**src/rtl/h2r_pkg.sv**
```systemverilog
// Shared widths, constants and payload types for the HSL to RGB converter.
package h2r_pkg;

  localparam int HUE_W   = 10;
  localparam int PCT_W   = 7;
  localparam int CH_W    = 8;

  localparam int HUE_TURN = 360;
  localparam int PCT_MAX  = 100;
  localparam int CH_MAX   = 255;

  // 600000 = 64 * 9375: shift first, then divide by the odd part
  localparam int DIV_SHIFT   = 6;
  localparam int DIV_ODD     = 9375;
  localparam int RECIP_SHIFT = 22;
  localparam int RECIP_M     = (1 << RECIP_SHIFT) / DIV_ODD;

  localparam int HUE_R_W = 9;   // reduced hue 0..359
  localparam int LVL_W   = 14;  // hi/lo helper levels 0..10000
  localparam int FRAC_W  = 6;   // ramp factor 0..60
  localparam int RAMP_W  = 20;  // ramp value 0..600000
  localparam int SCL_W   = 28;  // ramp * 255
  localparam int Y_W     = SCL_W - DIV_SHIFT;
  localparam int PROD_W  = 30;  // Y * RECIP_M

  typedef logic [HUE_W-1:0] hue_t;
  typedef logic [PCT_W-1:0] pct_t;
  typedef logic [CH_W-1:0]  chan_t;

endpackage

```
**src/rtl/h2r_if.sv**
```systemverilog
// Valid/ready channel interfaces for HSL input and RGB output transactions.
interface h2r_hsl_if import h2r_pkg::*; ();
  logic valid;
  logic ready;
  hue_t hue_deg;
  pct_t sat_pct;
  pct_t light_pct;

  modport source (output valid, output hue_deg, output sat_pct, output light_pct,
                  input ready);
  modport sink   (input valid, input hue_deg, input sat_pct, input light_pct,
                  output ready);
endinterface

interface h2r_rgb_if import h2r_pkg::*; ();
  logic  valid;
  logic  ready;
  chan_t red;
  chan_t green;
  chan_t blue;

  modport source (output valid, output red, output green, output blue, input ready);
  modport sink   (input valid, input red, input green, input blue, output ready);
endinterface

```
**src/rtl/hsl_to_rgb_integer_core.sv**
```systemverilog
// HSL to RGB integer converter: six-stage pipeline with per-stage flow control.
// Each accepted input transaction passes through every stage register in order before its output is valid.
// Throughput: one transaction per cycle; each stage holds when the next one is full
// and stalled, so bubbles are squeezed out while the output waits.
// Rate is set by the pipeline registers; the scale/divide is split over stages 4 to 6.
// Reset (rst, synchronous) clears all stage valid bits; payload registers are not reset.
module hsl_to_rgb_integer_core import h2r_pkg::*; (
  input  logic         clk,
  input  logic         rst,
  h2r_hsl_if.sink      pix_in,
  h2r_rgb_if.source    pix_out
);

  localparam int NSTG = 6;

  logic [NSTG-1:0] vld;
  logic [NSTG-1:0] en;

  // stage 1: reduced hue, clamped percentages
  logic [HUE_R_W-1:0] hue1;
  pct_t               sat1;
  pct_t               lit1;
  // stage 2: helper levels and per-channel ramp factors
  logic [LVL_W-1:0]   hi2;
  logic [LVL_W-1:0]   lo2;
  logic [FRAC_W-1:0]  frac2 [3];
  // stage 3: ramp values
  logic [RAMP_W-1:0]  ramp3 [3];
  // stage 4: scaled and pre-shifted
  logic [Y_W-1:0]     y4 [3];
  // stage 5: reciprocal product
  logic [Y_W-1:0]     y5 [3];
  logic [PROD_W-1:0]  prod5 [3];
  // stage 6: output
  chan_t              rgb6 [3];

  function automatic logic [FRAC_W-1:0] ramp_frac(input logic [HUE_R_W-1:0] h);
    if (h < HUE_R_W'(60))
      return FRAC_W'(h);
    else if (h < HUE_R_W'(180))
      return FRAC_W'(60);
    else if (h < HUE_R_W'(240))
      return FRAC_W'(HUE_R_W'(240) - h);
    else
      return '0;
  endfunction

  // flow control: a stage loads when empty or when its successor loads
  always_comb begin
    en[NSTG-1] = !vld[NSTG-1] || pix_out.ready;
    for (int i = NSTG-2; i >= 0; i--) begin
      en[i] = !vld[i] || en[i+1];
    end
  end

  assign pix_in.ready = en[0];

  always_ff @(posedge clk) begin
    if (rst) begin
      vld <= '0;
    end else begin
      if (en[0]) vld[0] <= pix_in.valid;
      for (int i = 1; i < NSTG; i++) begin
        if (en[i]) vld[i] <= vld[i-1];
      end
    end
  end

  // stage 1
  logic [HUE_R_W-1:0] hue_mod;
  always_comb begin
    if (pix_in.hue_deg >= HUE_W'(2*HUE_TURN))
      hue_mod = HUE_R_W'(pix_in.hue_deg - HUE_W'(2*HUE_TURN));
    else if (pix_in.hue_deg >= HUE_W'(HUE_TURN))
      hue_mod = HUE_R_W'(pix_in.hue_deg - HUE_W'(HUE_TURN));
    else
      hue_mod = HUE_R_W'(pix_in.hue_deg);
  end

  always_ff @(posedge clk) begin
    if (en[0]) begin
      hue1 <= hue_mod;
      sat1 <= (pix_in.sat_pct > PCT_W'(PCT_MAX)) ? PCT_W'(PCT_MAX) : pix_in.sat_pct;
      lit1 <= (pix_in.light_pct > PCT_W'(PCT_MAX)) ? PCT_W'(PCT_MAX) : pix_in.light_pct;
    end
  end

  // stage 2; zero saturation gives hi == lo == 100*L, which is the grey case
  logic [15:0]        hi_w;
  logic [15:0]        lo_w;
  logic [15:0]        lit_x;
  logic [15:0]        sat_x;
  logic [HUE_R_W-1:0] hue_r;
  logic [HUE_R_W-1:0] hue_b;
  always_comb begin
    lit_x = 16'(lit1);
    sat_x = 16'(sat1);
    if (lit1 < PCT_W'(50))
      hi_w = lit_x * (16'd100 + sat_x);
    else
      hi_w = 16'd100 * (lit_x + sat_x) - lit_x * sat_x;
    lo_w  = 16'd200 * lit_x - hi_w;
    hue_r = (hue1 < HUE_R_W'(240)) ? hue1 + HUE_R_W'(120) : hue1 - HUE_R_W'(240);
    hue_b = (hue1 >= HUE_R_W'(120)) ? hue1 - HUE_R_W'(120) : hue1 + HUE_R_W'(240);
  end

  always_ff @(posedge clk) begin
    if (en[1]) begin
      hi2      <= hi_w[LVL_W-1:0];
      lo2      <= lo_w[LVL_W-1:0];
      frac2[0] <= ramp_frac(hue_r);
      frac2[1] <= ramp_frac(hue1);
      frac2[2] <= ramp_frac(hue_b);
    end
  end

  // stage 3: ramp = 60*lo + (hi-lo)*frac
  logic [LVL_W-1:0]  span;
  logic [RAMP_W-1:0] ramp_w [3];
  always_comb begin
    span = hi2 - lo2;
    for (int c = 0; c < 3; c++) begin
      ramp_w[c] = RAMP_W'(lo2) * RAMP_W'(60) + RAMP_W'(span) * RAMP_W'(frac2[c]);
    end
  end

  always_ff @(posedge clk) begin
    if (en[2]) begin
      for (int c = 0; c < 3; c++) ramp3[c] <= ramp_w[c];
    end
  end

  // stage 4: scale by 255, drop the power-of-two part of the divisor
  logic [SCL_W-1:0] scl_w [3];
  always_comb begin
    for (int c = 0; c < 3; c++) begin
      scl_w[c] = SCL_W'(ramp3[c]) * SCL_W'(CH_MAX);
    end
  end

  always_ff @(posedge clk) begin
    if (en[3]) begin
      for (int c = 0; c < 3; c++) y4[c] <= scl_w[c][SCL_W-1:DIV_SHIFT];
    end
  end

  // stage 5: reciprocal multiply, estimate is exact or one low
  always_ff @(posedge clk) begin
    if (en[4]) begin
      for (int c = 0; c < 3; c++) begin
        y5[c]    <= y4[c];
        prod5[c] <= PROD_W'(y4[c]) * PROD_W'(RECIP_M);
      end
    end
  end

  // stage 6: remainder check and correction
  chan_t          q_est [3];
  logic [Y_W-1:0] rem_w [3];
  chan_t          q_fix [3];
  always_comb begin
    for (int c = 0; c < 3; c++) begin
      q_est[c] = prod5[c][RECIP_SHIFT +: CH_W];
      rem_w[c] = y5[c] - Y_W'(q_est[c]) * Y_W'(DIV_ODD);
      q_fix[c] = (rem_w[c] >= Y_W'(DIV_ODD)) ? q_est[c] + CH_W'(1) : q_est[c];
    end
  end

  always_ff @(posedge clk) begin
    if (en[5]) begin
      for (int c = 0; c < 3; c++) rgb6[c] <= q_fix[c];
    end
  end

  assign pix_out.valid = vld[NSTG-1];
  assign pix_out.red   = rgb6[0];
  assign pix_out.green = rgb6[1];
  assign pix_out.blue  = rgb6[2];

  // accepted transaction always lands in stage 1
  a_accept_loads: assert property (@(posedge clk) disable iff (rst)
    pix_in.valid && pix_in.ready |=> vld[0])
    else $error("accepted transaction not captured");

  a_hi_ge_lo: assert property (@(posedge clk) disable iff (rst)
    vld[1] |-> hi2 >= lo2)
    else $error("helper levels out of order");

  a_ramp_range: assert property (@(posedge clk) disable iff (rst)
    vld[2] |-> (ramp3[0] <= RAMP_W'(600000)) && (ramp3[1] <= RAMP_W'(600000))
           && (ramp3[2] <= RAMP_W'(600000)))
    else $error("ramp value out of range");

  a_recip_err: assert property (@(posedge clk) disable iff (rst)
    vld[4] |-> (rem_w[0] < Y_W'(2*DIV_ODD)) && (rem_w[1] < Y_W'(2*DIV_ODD))
           && (rem_w[2] < Y_W'(2*DIV_ODD)))
    else $error("reciprocal estimate off by more than one");

  a_stall_holds: assert property (@(posedge clk) disable iff (rst)
    vld[NSTG-1] && !pix_out.ready |=> vld[NSTG-1] && $stable(rgb6[0])
      && $stable(rgb6[1]) && $stable(rgb6[2]))
    else $error("stalled output changed");

endmodule

```
**src/flat_wrapper.sv**
```systemverilog
// flat-port wrapper written by rule: the top's interface ports become plain ports
module hsl_to_rgb_integer_core_flat import h2r_pkg::*;
  (clk, rst, pix_in_valid, pix_in_hue_deg, pix_in_sat_pct, pix_in_light_pct, pix_in_ready, pix_out_valid, pix_out_red, pix_out_green, pix_out_blue, pix_out_ready);
  h2r_hsl_if pix_in_i ();
  h2r_rgb_if pix_out_i ();
  input  logic clk;
  input  logic rst;
  input wire logic [$bits(pix_in_i.valid)-1:0] pix_in_valid;
  input wire logic [$bits(pix_in_i.hue_deg)-1:0] pix_in_hue_deg;
  input wire logic [$bits(pix_in_i.sat_pct)-1:0] pix_in_sat_pct;
  input wire logic [$bits(pix_in_i.light_pct)-1:0] pix_in_light_pct;
  output wire logic [$bits(pix_in_i.ready)-1:0] pix_in_ready;
  output wire logic [$bits(pix_out_i.valid)-1:0] pix_out_valid;
  output wire logic [$bits(pix_out_i.red)-1:0] pix_out_red;
  output wire logic [$bits(pix_out_i.green)-1:0] pix_out_green;
  output wire logic [$bits(pix_out_i.blue)-1:0] pix_out_blue;
  input wire logic [$bits(pix_out_i.ready)-1:0] pix_out_ready;
  assign pix_in_i.valid = pix_in_valid;
  assign pix_in_i.hue_deg = pix_in_hue_deg;
  assign pix_in_i.sat_pct = pix_in_sat_pct;
  assign pix_in_i.light_pct = pix_in_light_pct;
  assign pix_in_ready = pix_in_i.ready;
  assign pix_out_valid = pix_out_i.valid;
  assign pix_out_red = pix_out_i.red;
  assign pix_out_green = pix_out_i.green;
  assign pix_out_blue = pix_out_i.blue;
  assign pix_out_i.ready = pix_out_ready;
  hsl_to_rgb_integer_core u_core (.clk(clk), .rst(rst), .pix_in(pix_in_i), .pix_out(pix_out_i));
endmodule
```
**config.mk**
```make
export PLATFORM = sky130hd
export DESIGN_NAME = hsl_to_rgb_integer_core_flat
export DESIGN_NICKNAME = d
export VERILOG_FILES = /design/src/rtl/h2r_pkg.sv /design/src/rtl/h2r_if.sv /design/src/rtl/hsl_to_rgb_integer_core.sv /design/src/flat_wrapper.sv
export SDC_FILE = /design/constraint.sdc
export NUM_CORES = 2
export LEC_CHECK = 0
export BUFFER_PORTS_ARGS = -buffer_cell sky130_fd_sc_hd__buf_2
export CORE_ASPECT_RATIO = 0.75
export CORE_MARGIN = 2
export CORE_UTILIZATION = 40
export DETAILED_ROUTE_END_ITERATION = 10
export RECOVER_POWER = 25
export SLEW_MARGIN = 10
export SYNTH_ARGS = -nofsm -noshare
export SYNTH_HDL_FRONTEND = slang
export SYNTH_SLANG_ARGS = --single-unit
export TNS_END_PERCENT = 5
```
**constraint.sdc**
```tcl
create_clock -name clk -period 9.1 [get_ports clk]
set_input_delay 0.455 -clock clk [delete_from_list [all_inputs] [get_ports clk]]
set_output_delay 0.455 -clock clk [all_outputs]
set_load 0.02 [all_outputs]
```
==> impl_results.md <==
* Drt drc at 0
* Max clock buf depth at 3
* Unrepaired setup endpoints after global routing: false
* CP Max Fanout at 19
* Starting DRT DRC Count at ~1900
* GR Layer Usage met3 at 0.02099
* Mapped Cells at around 5700
* Root Buffer: clkbuf_16
* Post-synth top area cell: fa_1
* Crit-path most repeated cell: inv_1
* Synth top area cells: fa_1 33%, ha_1 18%, edfxtp_1 16%
* Skew final at roughly 43 ps
* Vias in the first global route at 38710
* Outcome: complete, but fails checks
* DPL Wire Length at about 92000 um
* Worst slew pin tran at roughly 2100 ps
* First-pass GRT wire length at 193000 um
* GR Util met2 at 0.2456
* Core Area at ~140000 sq um
* Max_slew headroom at -0.4198
* Final setup violation count at 0
* Netlist cell types at 87
* Clk_lat worst skew at ~630 ps
* Worst-path clk slew at 60 ps
* Die ar. at between 100000 and 150000 sq um
* Grt total ovfl at 0
* Top_reg_cell synth: edfxtp_1
* Post-route insts no fill at around 7700
* Fmax at around 120 MHz
* CP required at between 9000 and 10000 ps
* Starting Density at 0.4032
* Post-DRT Antenna Nets at 0
* FFs w/ async S/R, synth at 0
* Post-synth top area share at 0.3314
* Maxcap violations at 2
* CP Class: reg -> reg
* Worst Hold Class: in -> reg
* GRT met1 Usage at 0.2473
* Synthesized flop and latch total at 311
* Initial antenna violation count at 0
* CP max stage delay at ~760 ps
* Total GRT Usage at 0.1613
* Fin crit share at 0.8852
* Hold Path Depth at 2
* IO Port Bufs at 53
* Top cells by count, synth: 1509 x inv_1, 937 x fa_1, 815 x ha_1
* Seq/Total Area, Yosys at 0.1639
* Worst setup EP type: flop
* Dpl cells at roughly 7600
* Post-Syn Area per Cell at between 9 and 10 sq um
* Drt wl/cell at between 10 and 15 um
* Slowest stage cell, crit path: clkbuf_1
* Min Tclk post-route at approximately 8000 ps
* Post-synth EDFFs at 305
* TritonCTS Buffers at 42
* Die W at about 440 um
* Top-count cell post-synth: inv_1
* Routed vias/inst at around 4.8
* Share of layout cells above drive strength 1 at 0.02917
* Final Hold Vio Count at 0
* Failing checks: max-capacitance violations, max-slew violations
* Total Routed Length at 110700 um
* Fin Setup TNS at 0 ps
* Yosys warns at 0
* Arrival time worst endpoint at 8400 ps
* H-tree levels at 2
* 1st-pass router iterations at 5
* Top Ports at between 50 and 60
* Max Slew Vio Count at 64
* Largest net degree at the start of global routing at between 60 and 70
* Vias at roughly 37000
* Postcts setup bufs at 0
* Gp weighted congestion at around 0.87
* CTS tree: done
* Clock sinks at 311
* Die Y at roughly 330 um
* Worst R2R Path Depth at 31
* Nets at 7546
* Cell Area, Synth at ~57000 sq um
* Row cnt at approximately 120
* Layout area overhead at 6.940%
* Critical path launch point type: flop
* Gr busiest metal: met1
[cell families (layout without fill, tap and decap cells)]
| family | Yosys count | count (layout) | synth area share |
|---|---|---|---|
| DFF | 311 | 311 | 0.1639 |
| xor gates and xnor gates | 277 | 277 | 0.04286 |
| AOI/OAI and AO/OA | 707 | 707 | 0.07990 |
| and+or+nand+nor | 1052 | 1052 | 0.09188 |
| muxes | 19 | 19 | 0.003559 |
| other | 1 | 7 | 0.00006624 |
| buffers and inverters | 1601 | 1670 | 0.1063 |
| adders and majority gates | 1752 | 1752 | 0.5115 |
[worst max-delay path: cells and delay by family (launching register included)]
family / cells / cell delay [ps]
AO/OA/AOI/OAI: 13 / 2700
XOR/XNOR: 2 / 210
adder cells (fa/ha/maj): 6 / 2660
flip-flops: 1 / 470
AND/OR/NAND/NOR: 3 / 490
buffers and inverters: 7 / 1250
[flip-flops by register name (all words and copies together), names as in the netlist]
register / flops
u_core.hi2: 13
u_core.hue1: 9
u_core.lit1: 7
u_core.vld: 6
u_core.rgb6: 24
u_core.lo2: 14
u_core.frac2: 18
u_core.y5: 66
u_core.y4: 66
u_core.ramp3: 57
u_core.prod5: 24
u_core.sat1: 7
[area by class of cell]
class | instances | area, sq um
clock buffers | 45 | 1062
multi-input cells | 3813 | 41370
well taps | 1875 | 2346
repair buffers | 89 | 506.7
fillers | 13450 | 79870
diodes | 1 | 2.502
clock inverters | 27 | 311.5
inverters | 1509 | 5664
flip-flops and latches | 311 | 9279
[placed cells by master (no fill, tap or decap), types with 19 or more instances in the layout]
master,synthesis,routed
nor2b_1,59,59
ha_1,815,815
o211ai_1,29,29
and2_1,94,90
o21a_1,43,43
a31oi_1,24,24
nand4_1,21,21
xnor2_1,204,204
xor2_1,73,72
and3_1,26,26
clkbuf_16,0,42
a21oi_1,232,232
edfxtp_1,305,305
inv_1,1509,1507
nor3_1,64,64
o21bai_1,29,29
nor2_1,186,182
o21ai_0,130,130
a21o_1,69,69
nand2b_1,31,31
or3_1,19,19
nand3_1,86,85
fa_1,937,937
buf_2,2,22
nor4b_1,34,34
clkbuf_1,88,36
buf_4,0,27
a211oi_1,22,22
nand2_1,365,364
[layer usage]
layer  routed length (um)  up-vias
li1                     -    18160
met1                57960    18140
met2                46760      503
met3                 4422       75
met4                 1509        0
met5                    0        -
[per-stage QoR]
step	area [sq um]	setup WS, ps	util	hold slack, ps
after CTS	60590	1531	0.4315	26.76
after detailed placement	59150	1542	0.4212	442.7
after global routing	60540	496.8	0.4311	62.06
final	60540	1044	0.4312	76.62
after global placement	59150	1718	0.4212	435.7
after floorplan	56630	2131	-	419.8
[what timing repair did]
item | 4_1_cts | 5_1_grt
endpoints found under the hold margin | 7 | 0
gates resized for setup | 0 | 0
setup endpoints to repair | 0 | 0
hold buffers | 7 | 0
[path summary, 6_finish.rpt]
kind,slack [ps],from,to
worst max-delay path,1040,u_core.lo2[1]$_DFFE_PP_,u_core.ramp3[0][18]$_DFFE_PP_
worst min-delay path,80,rst,u_core.vld[0]$_SDFFE_PP0P_
worst max register to register,1040,u_core.lo2[1]$_DFFE_PP_,u_core.ramp3[0][18]$_DFFE_PP_
worst min register to register,450,u_core.vld[0]$_SDFFE_PP0P_,u_core.vld[1]$_SDFFE_PP0P_
Power is left out: the tool's default activity adds up to more than one toggle a clock period on the data nets, which glitch-free logic cannot reach.
